$ cat config.mk
export PLATFORM = sky130hd
export DESIGN_NAME = quicksort_sorter
export DESIGN_NICKNAME = d
export VERILOG_FILES = /design/src/hw/rtl/qs_pkg.sv /design/src/hw/rtl/quicksort_sorter.sv /design/src/hw/rtl/qs_datapath.sv /design/src/hw/rtl/qs_ctrl.sv
export SDC_FILE = /design/constraint.sdc
export NUM_CORES = 2
export LEC_CHECK = 0
export ABC_AREA = 0
export BUFFER_PORTS_ARGS = -buffer_cell sky130_fd_sc_hd__buf_2
export CAP_MARGIN = 40
export CORE_ASPECT_RATIO = 2
export CORE_MARGIN = 1.5
export CORE_UTILIZATION = 63
export CTS_BUF_LIST = sky130_fd_sc_hd__clkbuf_16
export CTS_CLUSTER_SIZE = 25
export DETAILED_ROUTE_END_ITERATION = 16
export GPL_ROUTABILITY_DRIVEN = 0
export GPL_TIMING_DRIVEN = 0
export PLACE_DENSITY = 0.79
export SLEW_MARGIN = 0
export SYNTH_ARGS = -nofsm -noshare
export SYNTH_HDL_FRONTEND = slang
export SYNTH_HIERARCHICAL = 1
export SYNTH_SLANG_ARGS = --single-unit
$ cat constraint.sdc
create_clock -name clk -period 5.5 [get_ports clk]
set_input_delay 1.1 -clock clk [delete_from_list [all_inputs] [get_ports clk]]
set_output_delay 1.1 -clock clk [all_outputs]
set_load 0.05 [all_outputs]
$ cat src/hw/rtl/qs_pkg.sv
// Shared constants, word types, state codes and control bundles for the quicksort sorter.
`default_nettype none
package qs_pkg;

	localparam int MAX_ITEMS = 32;
	localparam int DATA_W    = 32;
	localparam int IDX_W     = (MAX_ITEMS > 1) ? $clog2(MAX_ITEMS) : 1;
	localparam int CNT_W     = $clog2(MAX_ITEMS + 1);

	typedef struct packed {
		logic signed [DATA_W-1:0] value;
		logic                     last_in;
	} in_word_t;

	typedef struct packed {
		logic signed [DATA_W-1:0] sorted_value;
		logic                     last_out;
		logic                     overflow;
	} out_word_t;

	typedef enum logic [3:0] {
		ST_IDLE,
		ST_SORT_INIT,
		ST_POP,
		ST_PIV_RD,
		ST_PIV_LD,
		ST_SCAN_I,
		ST_SCAN_J,
		ST_SWAP1,
		ST_SWAP2,
		ST_FIN1,
		ST_FIN2,
		ST_PUSH_R,
		ST_OUT,
		ST_DONE
	} state_t;

	typedef enum logic [2:0] {
		RD_LO,
		RD_I,
		RD_I_NEXT,
		RD_J,
		RD_J_PREV,
		RD_K
	} rd_sel_t;

	typedef enum logic [2:0] {
		WR_NONE,
		WR_I_VJ,
		WR_J_VI,
		WR_LO_VJ,
		WR_J_PV
	} wr_sel_t;

	typedef struct packed {
		logic    load;
		logic    clr;
		logic    push_init;
		logic    pop;
		logic    pv_ld;
		logic    i_inc;
		logic    j_dec;
		logic    vi_ld;
		logic    vj_ld;
		logic    push_left;
		logic    push_right;
		logic    k_inc;
		logic    emit;
		rd_sel_t rd_sel;
		wr_sel_t wr_sel;
	} cmd_t;

	typedef struct packed {
		logic cnt_lt2;
		logic stack_empty;
		logic i_go;
		logic j_go;
		logic i_ge_j;
		logic k_last;
	} sts_t;

endpackage
`default_nettype wire

$ cat src/hw/rtl/quicksort_sorter.sv
// Top level of the quicksort sorter: controller and datapath.
// Load: one word per cycle while busy is low; the word with last_in starts the sort.
// Sort: a setup step, then each range popped from the stack is partitioned; all element reads
//   go through the single read port of the element store.
// Output: n result words on consecutive cycles, the first in the cycle after output begins;
//   busy drops right after the final word. Results cannot be stalled.
// Reset clears control, counts and flags; store contents stay.
`default_nettype none
module quicksort_sorter (
	input  wire logic              clk,
	input  wire logic              arst_n,
	input  wire logic              start,
	input  wire qs_pkg::in_word_t  item,
	output logic                   busy,
	output qs_pkg::out_word_t      result,
	output logic                   result_vld
);

	qs_pkg::cmd_t cmd;
	qs_pkg::sts_t sts;

	// sequence the work
	qs_ctrl u_ctrl (
		.clk    (clk),
		.arst_n (arst_n),
		.start  (start),
		.item   (item),
		.sts    (sts),
		.cmd    (cmd),
		.busy   (busy)
	);

	// hold data and indices
	qs_datapath u_datapath (
		.clk        (clk),
		.arst_n     (arst_n),
		.item       (item),
		.cmd        (cmd),
		.sts        (sts),
		.result     (result),
		.result_vld (result_vld)
	);

endmodule
`default_nettype wire

$ cat src/hw/rtl/qs_datapath.sv
// Element store, range stack, scan indices and result register of the quicksort sorter.
`default_nettype none
module qs_datapath (
	input  wire logic             clk,
	input  wire logic             arst_n,
	input  wire qs_pkg::in_word_t item,
	input  wire qs_pkg::cmd_t     cmd,
	output qs_pkg::sts_t          sts,
	output qs_pkg::out_word_t     result,
	output logic                  result_vld
);

	localparam int IDX_W = qs_pkg::IDX_W;
	localparam int CNT_W = qs_pkg::CNT_W;

	logic signed [qs_pkg::DATA_W-1:0] mem_q [qs_pkg::MAX_ITEMS];
	logic [IDX_W-1:0]                 stk_lo_q [qs_pkg::MAX_ITEMS];
	logic [IDX_W-1:0]                 stk_hi_q [qs_pkg::MAX_ITEMS];

	logic [CNT_W-1:0]                 count_q, sp_q, i_q, k_q;
	logic                             drop_q;
	logic [IDX_W-1:0]                 lo_q, hi_q, j_q;
	logic signed [qs_pkg::DATA_W-1:0] pv_q, vi_q, vj_q, rdata_q;
	logic                             emit_s1, last_s1;

	logic [IDX_W-1:0]                 raddr, waddr, top_idx;
	logic signed [qs_pkg::DATA_W-1:0] wdata;
	logic                             we, full;
	logic [CNT_W-1:0]                 i_nxt, j_ext, lo_ext, hi_ext;
	logic                             push_l_ok, push_r_ok;

	assign full    = (count_q == CNT_W'(qs_pkg::MAX_ITEMS));
	assign i_nxt   = i_q + CNT_W'(1);
	assign j_ext   = CNT_W'(j_q);
	assign lo_ext  = CNT_W'(lo_q);
	assign hi_ext  = CNT_W'(hi_q);
	assign top_idx = IDX_W'(sp_q - CNT_W'(1));

	// left part needs two or more elements, right part likewise
	assign push_l_ok = (j_ext > lo_ext + CNT_W'(1)) && (sp_q < CNT_W'(qs_pkg::MAX_ITEMS));
	assign push_r_ok = (j_ext + CNT_W'(1) < hi_ext) && (sp_q < CNT_W'(qs_pkg::MAX_ITEMS));

	// status toward the controller
	always_comb begin
		sts.cnt_lt2     = (count_q < CNT_W'(2));
		sts.stack_empty = (sp_q == '0);
		sts.i_go        = (i_q <= hi_ext) && (rdata_q <= pv_q);
		sts.j_go        = (j_q > lo_q) && (rdata_q > pv_q);
		sts.i_ge_j      = (i_q >= j_ext);
		sts.k_last      = (k_q == count_q - CNT_W'(1));
	end

	// select the store read address
	always_comb begin
		unique case (cmd.rd_sel)
			qs_pkg::RD_LO:     raddr = lo_q;
			qs_pkg::RD_I:      raddr = i_q[IDX_W-1:0];
			qs_pkg::RD_I_NEXT: raddr = i_nxt[IDX_W-1:0];
			qs_pkg::RD_J:      raddr = j_q;
			qs_pkg::RD_J_PREV: raddr = j_q - IDX_W'(1);
			qs_pkg::RD_K:      raddr = k_q[IDX_W-1:0];
			default:           raddr = lo_q;
		endcase
	end

	// select the store write port: loading or swapping
	always_comb begin
		we    = 1'b0;
		waddr = count_q[IDX_W-1:0];
		wdata = item.value;
		unique case (cmd.wr_sel)
			qs_pkg::WR_I_VJ: begin
				we    = 1'b1;
				waddr = i_q[IDX_W-1:0];
				wdata = vj_q;
			end
			qs_pkg::WR_J_VI: begin
				we    = 1'b1;
				waddr = j_q;
				wdata = vi_q;
			end
			qs_pkg::WR_LO_VJ: begin
				we    = 1'b1;
				waddr = lo_q;
				wdata = vj_q;
			end
			qs_pkg::WR_J_PV: begin
				we    = 1'b1;
				waddr = j_q;
				wdata = pv_q;
			end
			default: begin
				we = cmd.load && !full;
			end
		endcase
	end

	// element store: one write port, one registered read port
	always_ff @(posedge clk) begin
		if (we) begin
			mem_q[waddr] <= wdata;
		end
		rdata_q <= mem_q[raddr];
	end

	// range stack entries
	always_ff @(posedge clk) begin
		if (cmd.push_init) begin
			stk_lo_q[0] <= '0;
			stk_hi_q[0] <= IDX_W'(count_q - CNT_W'(1));
		end else if (cmd.push_left && push_l_ok) begin
			stk_lo_q[sp_q[IDX_W-1:0]] <= lo_q;
			stk_hi_q[sp_q[IDX_W-1:0]] <= j_q - IDX_W'(1);
		end else if (cmd.push_right && push_r_ok) begin
			stk_lo_q[sp_q[IDX_W-1:0]] <= j_q + IDX_W'(1);
			stk_hi_q[sp_q[IDX_W-1:0]] <= hi_q;
		end
	end

	// count, drop flag, stack depth and result strobe
	always_ff @(posedge clk or negedge arst_n) begin
		if (!arst_n) begin
			count_q <= '0;
			drop_q  <= 1'b0;
			sp_q    <= '0;
			emit_s1 <= 1'b0;
		end else begin
			emit_s1 <= cmd.emit;
			if (cmd.clr) begin
				count_q <= '0;
				drop_q  <= 1'b0;
				sp_q    <= '0;
			end else begin
				if (cmd.load) begin
					if (full) begin
						drop_q <= 1'b1;
					end else begin
						count_q <= count_q + CNT_W'(1);
					end
				end
				if (cmd.push_init) begin
					sp_q <= CNT_W'(1);
				end else if (cmd.pop) begin
					sp_q <= sp_q - CNT_W'(1);
				end else if ((cmd.push_left && push_l_ok) || (cmd.push_right && push_r_ok)) begin
					sp_q <= sp_q + CNT_W'(1);
				end
			end
		end
	end

	// partition indices, pivot and scan words
	always_ff @(posedge clk) begin
		if (cmd.pop) begin
			lo_q <= stk_lo_q[top_idx];
			hi_q <= stk_hi_q[top_idx];
			i_q  <= CNT_W'(stk_lo_q[top_idx]);
			j_q  <= stk_hi_q[top_idx];
		end else begin
			if (cmd.i_inc) begin
				i_q <= i_nxt;
			end
			if (cmd.j_dec) begin
				j_q <= j_q - IDX_W'(1);
			end
		end
		if (cmd.pv_ld) begin
			pv_q <= rdata_q;
		end
		if (cmd.vi_ld) begin
			vi_q <= rdata_q;
		end
		if (cmd.vj_ld) begin
			vj_q <= rdata_q;
		end
		// rewind the output index on clear, on stack init and whenever a set is being loaded
		if (cmd.clr || cmd.push_init || cmd.load) begin
			k_q <= '0;
		end else if (cmd.k_inc) begin
			k_q <= k_q + CNT_W'(1);
		end
		last_s1 <= sts.k_last;
	end

	// drive the result word
	assign result_vld          = emit_s1;
	assign result.sorted_value = rdata_q;
	assign result.last_out     = last_s1;
	assign result.overflow     = drop_q;

`ifndef SYNTHESIS
	a_stack_bound: assert property (@(posedge clk) disable iff (!arst_n)
		sp_q <= CNT_W'(qs_pkg::MAX_ITEMS / 2))
		else $error("range stack deeper than half the store");

	a_count_bound: assert property (@(posedge clk) disable iff (!arst_n)
		count_q <= CNT_W'(qs_pkg::MAX_ITEMS))
		else $error("element count beyond capacity");

	a_last_ends: assert property (@(posedge clk) disable iff (!arst_n)
		emit_s1 && last_s1 |=> !emit_s1)
		else $error("result strobe continues after the final word");

	a_scan_in_range: assert property (@(posedge clk) disable iff (!arst_n)
		cmd.i_inc |-> i_q <= hi_ext)
		else $error("left scan advanced past the upper bound");
`endif

endmodule
`default_nettype wire

$ cat src/hw/rtl/qs_ctrl.sv
// Sequencing state machine of the quicksort sorter: load, partition, stack and output.
`default_nettype none
module qs_ctrl (
	input  wire logic             clk,
	input  wire logic             arst_n,
	input  wire logic             start,
	input  wire qs_pkg::in_word_t item,
	input  wire qs_pkg::sts_t     sts,
	output qs_pkg::cmd_t          cmd,
	output logic                  busy
);

	qs_pkg::state_t state_q, state_nxt;

	// hold the state
	always_ff @(posedge clk or negedge arst_n) begin
		if (!arst_n) begin
			state_q <= qs_pkg::ST_IDLE;
		end else begin
			state_q <= state_nxt;
		end
	end

	// advance the sequence
	always_comb begin
		state_nxt = state_q;
		unique case (state_q)
			qs_pkg::ST_IDLE:      if (start && item.last_in) state_nxt = qs_pkg::ST_SORT_INIT;
			qs_pkg::ST_SORT_INIT: state_nxt = sts.cnt_lt2 ? qs_pkg::ST_OUT : qs_pkg::ST_POP;
			qs_pkg::ST_POP:       state_nxt = sts.stack_empty ? qs_pkg::ST_OUT : qs_pkg::ST_PIV_RD;
			qs_pkg::ST_PIV_RD:    state_nxt = qs_pkg::ST_PIV_LD;
			qs_pkg::ST_PIV_LD:    state_nxt = qs_pkg::ST_SCAN_I;
			qs_pkg::ST_SCAN_I:    if (!sts.i_go) state_nxt = qs_pkg::ST_SCAN_J;
			qs_pkg::ST_SCAN_J: begin
				if (!sts.j_go) begin
					state_nxt = sts.i_ge_j ? qs_pkg::ST_FIN1 : qs_pkg::ST_SWAP1;
				end
			end
			qs_pkg::ST_SWAP1:     state_nxt = qs_pkg::ST_SWAP2;
			qs_pkg::ST_SWAP2:     state_nxt = qs_pkg::ST_SCAN_I;
			qs_pkg::ST_FIN1:      state_nxt = qs_pkg::ST_FIN2;
			qs_pkg::ST_FIN2:      state_nxt = qs_pkg::ST_PUSH_R;
			qs_pkg::ST_PUSH_R:    state_nxt = qs_pkg::ST_POP;
			qs_pkg::ST_OUT:       if (sts.k_last) state_nxt = qs_pkg::ST_DONE;
			qs_pkg::ST_DONE:      state_nxt = qs_pkg::ST_IDLE;
			default:              state_nxt = qs_pkg::ST_IDLE;
		endcase
	end

	// decode datapath commands
	always_comb begin
		cmd        = '0;
		cmd.rd_sel = qs_pkg::RD_LO;
		cmd.wr_sel = qs_pkg::WR_NONE;
		unique case (state_q)
			qs_pkg::ST_IDLE:      cmd.load = start;
			qs_pkg::ST_SORT_INIT: cmd.push_init = !sts.cnt_lt2;
			qs_pkg::ST_POP:       cmd.pop = !sts.stack_empty;
			qs_pkg::ST_PIV_RD:    cmd.rd_sel = qs_pkg::RD_LO;
			qs_pkg::ST_PIV_LD: begin
				cmd.pv_ld  = 1'b1;
				cmd.rd_sel = qs_pkg::RD_I;
			end
			qs_pkg::ST_SCAN_I: begin
				if (sts.i_go) begin
					cmd.i_inc  = 1'b1;
					cmd.rd_sel = qs_pkg::RD_I_NEXT;
				end else begin
					cmd.vi_ld  = 1'b1;
					cmd.rd_sel = qs_pkg::RD_J;
				end
			end
			qs_pkg::ST_SCAN_J: begin
				if (sts.j_go) begin
					cmd.j_dec  = 1'b1;
					cmd.rd_sel = qs_pkg::RD_J_PREV;
				end else begin
					cmd.vj_ld = 1'b1;
				end
			end
			qs_pkg::ST_SWAP1:     cmd.wr_sel = qs_pkg::WR_I_VJ;
			qs_pkg::ST_SWAP2: begin
				cmd.wr_sel = qs_pkg::WR_J_VI;
				cmd.rd_sel = qs_pkg::RD_I;
			end
			qs_pkg::ST_FIN1:      cmd.wr_sel = qs_pkg::WR_LO_VJ;
			qs_pkg::ST_FIN2: begin
				cmd.wr_sel    = qs_pkg::WR_J_PV;
				cmd.push_left = 1'b1;
			end
			qs_pkg::ST_PUSH_R:    cmd.push_right = 1'b1;
			qs_pkg::ST_OUT: begin
				cmd.rd_sel = qs_pkg::RD_K;
				cmd.k_inc  = 1'b1;
				cmd.emit   = 1'b1;
			end
			qs_pkg::ST_DONE:      cmd.clr = 1'b1;
			default:              cmd.clr = 1'b0;
		endcase
	end

	assign busy = (state_q != qs_pkg::ST_IDLE);

endmodule
`default_nettype wire
# Word level (Yosys, flattened, before mapping)
# Memory sizes are Yosys's and may differ from the RTL's. A register that Yosys moved wholly into a read port is not among the register bits.
# Cells that the tools add are included.
[totals]
n_memories = 3
ff_bits = 142
ram_bits = 1344
out_inout_bits = 36
[op_classes]
reduce_logical = 31
bitwise = 2
eq_ne = 29
add_sub_neg = 10
magnitude_cmp = 9
n_mux = 65
[mem_list]
columns = ["name", "words", "width", "read_ports", "rd_ports_with_merged_regs", "write_ports", "line", "rtl"]
rows = [
  ["u_datapath.mem_q", 32, 32, 1, 1, 1, "qs_datapath.sv:16", "logic signed [qs_pkg::DATA_W-1:0] mem_q [qs_pkg::MAX_ITEMS];"],
  ["u_datapath.stk_hi_q", 32, 5, 1, 0, 1, "qs_datapath.sv:18", "logic [IDX_W-1:0] stk_hi_q [qs_pkg::MAX_ITEMS];"],
  ["u_datapath.stk_lo_q", 32, 5, 1, 0, 1, "qs_datapath.sv:17", "logic [IDX_W-1:0] stk_lo_q [qs_pkg::MAX_ITEMS];"],
]
[op_table]
columns = ["op", "n"]
rows = [
  ["$pmux W32 S3", 1],
  ["$mux W5", 10],
  ["$pmux W4 S12", 1],
  ["$mux W6", 7],
  ["$mux W1", 33],
  ["$gt A32 B32 Y1", 1],
  ["$le A32 B32 Y1", 1],
  ["$mux W4", 7],
  ["$pmux W5 S5", 1],
  ["$add A6 B1 Y6 const B", 4],
  ["$eq A4 B4 Y1 const B", 6],
  ["$pmux W3 S4", 2],
  ["$eq A4 B3 Y1 const B", 4],
  ["$pmux W5 S3", 1],
  ["$add A5 B1 Y6 const B", 2],
  ["$eq A3 B2 Y1 const B", 4],
  ["$sub A6 B1 Y6 const B", 2],
  ["$reduce_or A5 Y1", 2],
  ["$eq A3 B3 Y1 const B", 3],
  ["$eq A4 B2 Y1 const B", 2],
  ["$logic_and A1 B1 Y1", 8],
  ["$reduce_bool A2 Y1", 4],
  ["$reduce_bool A4 Y1", 2],
  ["$eq A3 B1 Y1 const B", 2],
  ["other kinds (25)", 36],
]

# Longest topological paths before layout
[depth]
depth_word = 11
mapped_depth = 26
ltp_nobuf = 20

# Modules after synthesis
# The synthesis kept the hierarchy.
[modules_own_cells]
columns = ["module", "n_inst", "area_each_um2", "cells_per_inst", "seq_area_each_um2"]
rows = [
  ["qs_datapath", 1, 62077.0, 4115, 44993.2],
  ["qs_ctrl", 1, 516.7, 76, 100.1],
]

# Worst setup path after synthesis
# Ideal clock, no wire load.
[synth_timing]
path_kind = "reg-to-reg"
startpoint = "register u_datapath/rdata_q[9] (netlist bit) (read register of u_datapath.mem_q)"
endpoint = "register u_datapath/vj_q[0] (netlist bit), enable pin"
t_arrival_ps = 4263
path_stages_with_launch = 10
setup_time_ps = 461
setup_slack_ps = 776
n_path_buf = 0
required_ps = 5039
cell_sequence = "dfxtp_1 -> ha_1 -> a21o_1 -> a21o_1 -> a21o_1 -> a21oi_1 -> o21ai_0 -> o21ai_0 -> a311oi_1 -> nor3_1"
[synth_lines]
columns = ["element", "line", "rtl"]
rows = [
  ["from (decl)", "qs_datapath.sv:23", "logic signed [qs_pkg::DATA_W-1:0] pv_q, vi_q, vj_q, rdata_q;"],
  ["to (signal assigned)", "qs_datapath.sv:174", "vj_q <= rdata_q;"],
  ["to (decl)", "qs_datapath.sv:23", ""],
]

==> flow_metrics.env <==
export IMPL_status="complete, but fails checks"
export IMPL_violations="setup timing"
export IMPL_setup_viol=27
export IMPL_drive_gt1_share_pct=20.2
export IMPL_synth_top_area_share_pct=70.0
export IMPL_synth_seq_cells=1518
export IMPL_cts_buffers=118
export IMPL_avgRoutedWirePerCell_um=33.3
export IMPL_synth_warnings=6
export IMPL_start_kind="flip-flop"
export IMPL_die_y_um=449
export IMPL_max_freq_mhz=173
export IMPL_critical_path_arrival_ns=6.42
export IMPL_min_period_ns=5.80
export IMPL_max_cap_viol_count=0
export IMPL_final_common_cell="edfxtp_1"
export IMPL_slew_viol_final=0
export IMPL_detail_route_antenna_nets=0
export IMPL_cts_tree="yes"
export IMPL_drt_wl_total_um=199000
export IMPL_nNetsFinal=4656
export IMPL_worstMarginPinSlew_ns=1.06
export IMPL_wl_met1_um=54100
export IMPL_io_buffer_count=71
export IMPL_cp_required_ns=6.12
export IMPL_max_stage_delay_ns=0.43
export IMPL_fin_worst_skew_ns=0.0411
export IMPL_drcViolationCount=0
export IMPL_hp_class="in2async"
export IMPL_die_w_um=226
export IMPL_first_pass_iters=6
export IMPL_cts_buffer_depth=3
export IMPL_hold_viol=0
export IMPL_synth_edff_count=1460
export IMPL_wl_met2_um=97400
export IMPL_synth_flop_cell="edfxtp_1"
export IMPL_max_slew_margin_rel_pct=29.3
export IMPL_vias=41123
export IMPL_clkTransAtPathRegs_ns=0.07
export IMPL_netlist_area_um2=62600
export IMPL_path_class="reg2reg"
export IMPL_mostFrequentLayoutCells="edfxtp_1, nand2_1, nor2_1"
export IMPL_area_growth_pct=16.0
export IMPL_grt_usage_pct=39.5
export IMPL_die_area_um2=101000
export IMPL_pre_cts_slack_ns=-1.67
export IMPL_cp_common_cell="buf_6"
export IMPL_grt_max_degree=33
export IMPL_htreeDepth=3
export IMPL_path_cells="ha_1 > nand3_1 > nor2_1 > nand2_1 > nor3_4 > nand2_4 > nand2_4 > o22ai_4 > nor4_4 > o21a_1 > nor3_4 > buf_6 > buf_6 > a21o_1 > a222oi_1 > a2bb2oi_1 > o211ai_1 > buf_6 > and2_4 > clkbuf_2 > or3b_1 > nand4_1 > a211oi_2"
export IMPL_dp_hpwl_um=137000
export IMPL_start_util_pct=63.5
export IMPL_synth_nets=4292
export IMPL_drt_iter0_drc=5207
export IMPL_yosysSeqAreaShare_pct=72.0
export IMPL_finalCritPeriodShare_pct=105
export IMPL_syn_avg_cell_area_um2=14.9
export IMPL_synthTopCellsByArea="edfxtp_1, nand2_1, mux4_2"
export IMPL_ys_async_sr_fraction_pct=1.19
export IMPL_timing_critical_path_fanout_max=10
export IMPL_cts_sinks=1518
export IMPL_place_area_um2=67600
export IMPL_overflow=0
export IMPL_ys_types=70
export IMPL_num_rows=163
export IMPL_ios=72
export IMPL_yosys_area_top_type="edfxtp_1"
export IMPL_antenna_found_initial=15
export IMPL_wl_met3_um=21200
export IMPL_coreArea_um2=98500
export IMPL_setup_worst_path_end_class="flip-flop"
export IMPL_viasPerCell=6.87
export IMPL_finish_instance_area_um2=72600
export IMPL_cp_slowest_cell="a211oi_2"
export IMPL_grt_pass1_wl_um=278000
export IMPL_worstSkewPairLatency_ns=0.75
export IMPL_grt_pass1_vias=41388
export IMPL_hold_buffers=0
export IMPL_fin_tns_setup_ns=-2.97
export IMPL_cts_root_buf="clkbuf_16"
export IMPL_worst_slack_ns=-0.295
export IMPL_top_layer_used="met5"
export IMPL_syn_inst=4191
[worst paths after layout]
| path | from | to | slack (ns) | depth (start not counted) |
|---|---|---|---|---|
| max reg2reg | u_datapath/rdata_q[15] | u_datapath/rdata_q[10] | -0.30 | 23 |
| min in group clk | u_datapath/k_q[5] | u_datapath/k_q[5] | 0.51 | 2 |
| max in group asynchronous | arst_n | u_ctrl/state_q[3] | 4.78 | 1 |
| min | arst_n | u_datapath/sp_q[1] | 0.33 | 1 |
| max | u_datapath/rdata_q[15] | u_datapath/rdata_q[10] | -0.30 | 23 |
| min reg2reg | u_datapath/k_q[5] | u_datapath/k_q[5] | 0.51 | 2 |
[layer usage]
layer  GRT usage [%]  vias up
met2            65.3     3340
met4            41.3       14
met1            37.9    19913
met3            10.5     1162
met5               0        -
li1                -    16694
[cells in the mapped netlist (all sizes together), types with 11 or more instances]
cell       n
mux4     104
a21o      22
ha        65
nand2    731
a32oi     36
o21ai    115
inv       60
mux2i    169
dfxtp     40
clkbuf   132
o21a      11
buf      121
xor2      17
a22o      30
nor2b     16
nor3      18
a21oi     96
nor2     261
a32o      62
a211oi    64
o221ai    32
a31oi     36
mux2      81
xnor2     24
edfxtp  1460
or3b      32
and3     126
nand2b    16
dfrtp     18
nand4     43
a22oi     13
nand3     29
o211ai    33
[cell families (layout without fill, tap and decap cells)]
family	Yosys count	in the layout	share of synthesized area (%)
adders and majority gates	65	65	1.30
and+or+nand+nor	1314	1314	9.25
AOI/OAI and AO/OA	586	586	6.65
other	0	9	0
xor gates and xnor gates	41	41	0.574
muxes	354	354	7.90
buffers and inverters	313	777	2.28
DFF	1518	1518	72.0
[metrics by stage]
step	hold slack, ns	utilization (%)	cells
detailed placement	0.501	68.6	5726
global placement	0.482	65.6	5582
floorplan	0.464	-	4191
CTS	0.304	73.1	5950
finish	0.333	73.7	5984
global route	0.335	73.7	5980
[area by class of cell]
class,instances,area [µm²]
diodes,9,22.5
plain buffers,252,1510
clock buffers,120,3000
clock inverters,100,940
fillers,5596,25900
inverters,60,225
multi-input cells,2360,17400
flip-flops and latches,1518,45100
well taps,1320,1650
repair buffers,245,2760
[repair_timing]
| item | CTS | global route |
|---|---|---|
| endpoints found under the setup margin | 32 | 32 |
| resized for setup | 151 | 139 |
| setup buffers | 4 | 22 |
| gates cloned | 0 | 2 |
| pin swaps | 12 | 26 |
[state kept, by name (all words and copies together), names as in the netlist, 6 cells and up]
signal and flops:
u_datapath/vi_q 32, u_datapath/mem_q 1024, u_datapath/i_q 6, u_datapath/pv_q 32, u_datapath/stk_lo_q 160, u_datapath/stk_hi_q 160, u_datapath/rdata_q 32, u_datapath/vj_q 32
u_datapath/sp_q 6, u_datapath/k_q 6, u_datapath/count_q 6
[critical path, delay by kind of cell, from the launching register on]
family                     cells  cell delay, ns
and+or+nand+nor               11            2.23
AOI/OAI and AO/OA              7            1.83
buffers and inverters          4            0.83
DFF                            1            0.41
adders and majority gates      1            0.36
Power is left out: the tool's default activity adds up to more than one toggle a clock period on the data nets, which glitch-free logic cannot reach.
